===== src/design/bmb_div.sv =====
// bmb_div: restoring unsigned divider, one quotient bit per cycle.
// done pulses for one cycle with the quotient.
// No dependencies.
`default_nettype none
module bmb_div #(
   parameter int NUM_W = 20,
   parameter int DEN_W = 11
) (
   input  wire logic             clock,
   input  wire logic             reset,
   input  wire logic             start,
   input  wire logic [NUM_W-1:0] num,
   input  wire logic [DEN_W-1:0] den,
   output logic                  done,
   output logic      [NUM_W-1:0] quot
);

   localparam int CNT_W = $clog2(NUM_W + 1);

   logic [DEN_W-1:0] rem_ff, rem_in;
   logic [NUM_W-1:0] quo_ff, quo_in;
   logic [DEN_W-1:0] den_ff, den_in;
   logic [CNT_W-1:0] cnt_ff, cnt_in;
   logic             run_ff, run_in;
   logic             done_ff, done_in;
   logic [DEN_W:0]   trial;
   logic             fits;

   always_comb begin
      trial = {rem_ff, quo_ff[NUM_W-1]};
      fits  = (trial >= {1'b0, den_ff});
      rem_in  = rem_ff;
      quo_in  = quo_ff;
      den_in  = den_ff;
      cnt_in  = cnt_ff;
      run_in  = run_ff;
      done_in = 1'b0;
      if (start) begin
         rem_in = '0;
         quo_in = num;
         den_in = den;
         cnt_in = CNT_W'(NUM_W);
         run_in = 1'b1;
      end else if (run_ff) begin
         rem_in = fits ? DEN_W'(trial - {1'b0, den_ff}) : trial[DEN_W-1:0];
         quo_in = {quo_ff[NUM_W-2:0], fits};
         cnt_in = cnt_ff - 1'b1;
         if (cnt_ff == CNT_W'(1)) begin
            run_in  = 1'b0;
            done_in = 1'b1;
         end
      end
   end

   always_ff @(posedge clock) begin
      if (reset) begin
         run_ff  <= 1'b0;
         done_ff <= 1'b0;
         cnt_ff  <= '0;
      end else begin
         run_ff  <= run_in;
         done_ff <= done_in;
         cnt_ff  <= cnt_in;
      end
      rem_ff <= rem_in;
      quo_ff <= quo_in;
      den_ff <= den_in;
   end

   assign done = done_ff;
   assign quot = quo_ff;

endmodule
`default_nettype wire


===== config.mk =====
export PLATFORM = sky130hd
export DESIGN_NAME = bmb_div
export DESIGN_NICKNAME = d
export VERILOG_FILES = /design/src/design/bmb_div.sv
export SDC_FILE = /design/constraint.sdc
export NUM_CORES = 1
export LEC_CHECK = 0
export CORE_ASPECT_RATIO = 0.8
export CORE_MARGIN = 1
export CORE_UTILIZATION = 40
export CTS_CLUSTER_SIZE = 8
export DETAILED_ROUTE_END_ITERATION = 8
export DONT_BUFFER_PORTS = 1
export HOLD_SLACK_MARGIN = 0.02
export MAX_ROUTING_LAYER = met4
export PLACE_DENSITY = 0.58
export RECOVER_POWER = 25
export SKIP_CTS_REPAIR_TIMING = 1
export SLEW_MARGIN = 20
export SYNTH_ARGS = -nofsm -noshare
export SYNTH_HDL_FRONTEND = slang
export SYNTH_SLANG_ARGS = --single-unit

===== constraint.sdc =====
create_clock -name clock -period 2.41 [get_ports clock]
set_input_delay 0.1205 -clock clock [delete_from_list [all_inputs] [get_ports clock]]
set_output_delay 0.1205 -clock clock [all_outputs]
set_load 0.1 [all_outputs]

# After elaboration in Yosys (flattened, before gate mapping)

Index checks and enable logic that the tools add are counted.

Latch bits: 0
Memories: 0
Bits in read-only memories: 0
RAM bits: 0
Output and inout bits: 21
Register bits after elaboration: 49
Logic and storage cells: 24
Input port bits: 34

Add/subtract/negate cells: 2
Mux-type cells: 9
Multiply operators: 0
Shift operators: 0
Div/mod/pow operators: 0
Magnitude comparators: 1
Equality and inequality tests: 1
Reduce and logical (&&, ||, !) cells: 3
Bitwise gates (word level): 1

Operator list:

| kind                  | number |
|---|---|
| $mux W20              | 2 |
| $ge A12 B11 Y1        | 1 |
| $mux W11              | 1 |
| $sub A11 B11 Y11      | 1 |
| $mux W5               | 2 |
| $eq A5 B1 Y1 const B  | 1 |
| $sub A5 B1 Y5 const B | 1 |
| $mux W1               | 4 |
| $reduce_or A3 Y1      | 1 |
| $reduce_bool A2 Y1    | 1 |
| $reduce_or A2 Y1      | 1 |
| $not A1 Y1            | 1 |

# Logic depth before layout (Yosys ltp)

Depth in word-level cells: 4
Gate-level depth with buffers: 10
Depth with buffers taken out: 9

# Least setup slack after synthesis

OpenSTA, ideal clock, no wires.

Kind: register -> register
Start point: register quo_ff[19], in the netlist quot[19]
End point: register rem_ff[0]
Path buffers: 0
Cell stages (with the launch flop): 10
Clock period less this slack: 2.916 ns
Setup time: 0.079 ns
Path slack: -0.506 ns
Arrival: 2.837 ns
Required time: 2.331 ns
Cells stage by stage: edfxtp_1 inv_1 ha_1 fa_1 nor2b_1 o31a_1 o21ai_2 o21ai_4 mux2_4 a211oi_2

Longest elaborated chain between the ends: 2
Elaborated cells between the ends (all ways): 3
Those cells by class: add/sub (1); order compare (1); mux (1)

Ends and longest elaborated chain:

| what                                                      | RTL line | RTL |
|---|---|---|
| from (decl)                                               | 21       | `logic [NUM_W-1:0] quo_ff, quo_in;` |
| from (signal assigned)                                    | 66       | `quo_ff <= quo_in;` |
| $sub A11 B11 Y11 / $ge A12 B11 Y1 (equally long branches) | 45, 31   |  |
| $mux W11 *                                                | 45       | `rem_in = fits ? DEN_W'(trial - {1'b0, den_ff}) : trial[DEN_W-1:0];` |
| to (signal assigned)                                      | 65       | `rem_ff <= rem_in;` |
| to (decl)                                                 | 20       | `logic [DEN_W-1:0] rem_ff, rem_in;` |

Every way passes the cells marked *; elsewhere a longest branch is shown, timed or not.
A chain may end at the register's enable or synchronous reset.

# Worst setup path after layout

Start point: register den_ff[0]
End point: register rem_ff[9]

Longest elaborated chain between the ends: 2
Elaborated cells between the ends (all ways): 3
Those cells by class: add/sub (1); order compare (1); mux (1)

Ends and longest elaborated chain:

| what                                                      | RTL line | RTL |
|---|---|---|
| from (decl)                                               | 22       | `logic [DEN_W-1:0] den_ff, den_in;` |
| from (signal assigned)                                    | 67       | `den_ff <= den_in;` |
| $sub A11 B11 Y11 / $ge A12 B11 Y1 (equally long branches) | 45, 31   |  |
| $mux W11 *                                                | 45       |  |

Marks and branches as above.

==> results.sh <==
export IMPL_status="completed"
export IMPL_synthDistinctLibCells=48
export IMPL_via_per_inst=5.08
export IMPL_grt_pass1_vias=1565
export IMPL_async_flop_share=0
export IMPL_cts_buffer_depth=2
export IMPL_insertion_delay_ns=0.30
export IMPL_synth_edff_count=31
export IMPL_top_usage_layer="met2"
export IMPL_ant_nets=0
export IMPL_grt_pass1_wl_um=7710
export IMPL_gr_usage_met2=0.221
export IMPL_seq_area_frac_synth=0.497
export IMPL_yosys_area_top_type="edfxtp_1"
export IMPL_cp_data_required_time_ns=2.62
export IMPL_dieArea_um2=6830
export IMPL_worstPathMaxFanout=6
export IMPL_syn_to_final_growth_pct=22.8
export IMPL_drtIter0Drc=57
export IMPL_p_switching_uw=869
export IMPL_cts_root_buf="clkbuf_8"
export IMPL_chipHeight_um=74.1
export IMPL_io_pins=55
export IMPL_drt_wl_total_um=4940
export IMPL_fin_crit_ns=2.26
export IMPL_report_final_setup_viol=0
export IMPL_min_path_type="input port to flop"
export IMPL_overflow=0
export IMPL_cellLeakagePower_nw=1.25
export IMPL_fin_setup_tns_ns=0
export IMPL_worstMarginPinSlew_ns=0.933
export IMPL_min_period_over_period=0.938
export IMPL_remaining_drc_errors=0
export IMPL_core_area_um2=6100
export IMPL_grt_antenna_before_repair=0
export IMPL_cts_buffers=5
export IMPL_vdd_ir_drop_max_v=0.000405
export IMPL_cts_sinks=49
export IMPL_worstSetupStartpointType="flop"
export IMPL_pwr_share_seq=0.416
export IMPL_placed_cells=320
export IMPL_final_core_util=0.523
export IMPL_maxCapViolations=0
export IMPL_syn_nets=270
export IMPL_htree_levels=2
export IMPL_routabilityCongestion=0.799
export IMPL_cp_end_kind="flop"
export IMPL_fp_row_count=25
export IMPL_layout_nets=313
export IMPL_synth_avg_cell_area_um2=11.7
export IMPL_p_comb_frac=0.336
export IMPL_power_frac_clock=0.248
export IMPL_drive_above_1_share=0.263
export IMPL_multiInputGateArea_um2=1230
export IMPL_swShare=0.354
export IMPL_final_cells=347
export IMPL_maxSlewHeadroom=0.377
export IMPL_groute_usage_overall=0.151
export IMPL_hold_viol=0
export IMPL_intPower_mw=1.59
export IMPL_dp_hpwl_um=3330
export IMPL_grt_use_met3=0.0399
export IMPL_cp_arrival_ns=2.47
export IMPL_synth_flop_cell="edfxtp_1"
export IMPL_fin_ws_ns=0.149
export IMPL_crit_type="flop to flop"
export IMPL_wl_per_cell_um=14.2
export IMPL_ys_warn_count=0
export IMPL_grt_setup_unrepaired="no"
export IMPL_grt_max_degree=53
export IMPL_ys_ff_latch=49
export IMPL_p_total_mw=2.45
export IMPL_syn_inst=222
export IMPL_cts_tree="yes"
export IMPL_place_ws_ns=0.114
export IMPL_n_antenna_cell=0
export IMPL_yosysTopAreaCellShare=0.358
export IMPL_die_w_um=92.1
export IMPL_port_buffers=0
export IMPL_start_util=0.426
export IMPL_slew_violations=0
export IMPL_synthesis_area_um2=2600
export IMPL_num_vias=1764
export IMPL_nFillCells=545
export IMPL_power_density_nw_per_um2=769
export IMPL_clock_skew_final_ns=0.0103
export IMPL_clkTransAtPathRegs_ns=0.10
export IMPL_grt_use_met1=0.208
export IMPL_timing_fmax_mhz=442
export IMPL_synth_area_leaders="edfxtp_1 36%, dfxtp_1 14%, mux2_2 8.7%"
export IMPL_regArea_um2=1290
export IMPL_dr_pass1_iters=4
[cells in the mapped netlist, drive strengths merged (2+ instances only)]
cell type	count
o31a	2
ha	13
a311oi	2
buf	6
a211oi	8
a2111oi	2
a21oi	6
nor3	5
o21ai	9
inv	15
nand3	2
o22ai	2
nor4b	3
mux2	21
nor2b	2
nand2b	4
mux2i	6
nor4bb	3
edfxtp	31
o31ai	2
dfxtp	18
nor2	22
o21a	2
o211ai	4
clkbuf	3
xnor2	8
nand2	8
[cell families (layout without fill, tap and decap cells)]
family,after synthesis,count (layout),share of synthesized area
AND/OR/NAND/NOR,59,59,0.128
buffers and inverters,24,68,0.0419
XOR/XNOR,9,9,0.0303
adder cells (fa/ha/maj),14,14,0.0703
multiplexers,27,27,0.115
flip-flops,49,49,0.497
AO/OA/AOI/OAI,40,40,0.118
[final timing paths]
check	start	to	slack (ns)	depth (start not counted)
worst min register to register	rem_ff[2]	rem_ff[2]	0.51	2
worst max-delay path	den_ff[0]	rem_ff[9]	0.15	9
worst min-delay path	num[7]	quot[7]	0.03	1
worst max register to register	den_ff[0]	rem_ff[9]	0.15	9
[sequential cells by signal, indices dropped and copies added, names as in the netlist]
name,cells
done,1
run_ff,1
cnt_ff,5
quot,20
rem_ff,11
den_ff,11
[metal layers]
layer	vias to the layer above	share of wire	routed length, um
li1	904	-	-
met1	818	0.50	2460
met2	37	0.46	2250
met3	5	0.039	194
met4	0	0.0073	36
met5	-	0	0
[worst max-delay path, stage by stage (launching register included)]
cell      delay [ns]
edfxtp_1        0.38
ha_2            0.21
fa_2            0.35
nor2b_1         0.15
o31a_1          0.22
o21ai_4         0.08
o21ai_4         0.25
buf_4           0.20
o31ai_1         0.07
a311oi_1        0.26
[power by group through the flow]
stage          Clock (mW)  Sequential [mW]  Combinational [mW]
6_report            0.608             1.02               0.826
4_1_cts             0.621             1.02               0.788
3_5_place_dp            0             1.04               0.784
2_1_floorplan           0             1.31               0.392
3_3_place_gp            0             1.04               0.777
5_1_grt             0.650             1.03               0.884
[stage by stage]
step	hold slack, ns	cell area (um^2)
3_5_place_dp	0.196	2870
4_1_cts	-0.134	2990
2_1_floorplan	0.193	2630
6_report	0.0295	3190
5_1_grt	0.0203	3190
3_3_place_gp	0.194	2870
[cell usage in the layout, fill, tap and decap left out, types with 6 or more instances in the layout]
cell type	count
mux2_2	19
edfxtp_1	31
dlygate4sd3_1	17
ha_1	12
a211oi_1	7
inv_1	15
nor2_1	22
mux2i_1	6
buf_4	27
xnor2_1	8
o21ai_0	6
dfxtp_1	18
a21oi_1	6
nand2_1	8
[cell type report]
type | instances | area share
Sequential cell | 49 | 0.405
Multi-Input combinational cell | 149 | 0.387
Timing Repair Buffer | 45 | 0.123
Tap cell | 81 | 0.0318
Clock buffer | 5 | 0.0216
Inverter | 15 | 0.0176
Clock inverter | 3 | 0.0145
Power figures use the tool's default switching activity.
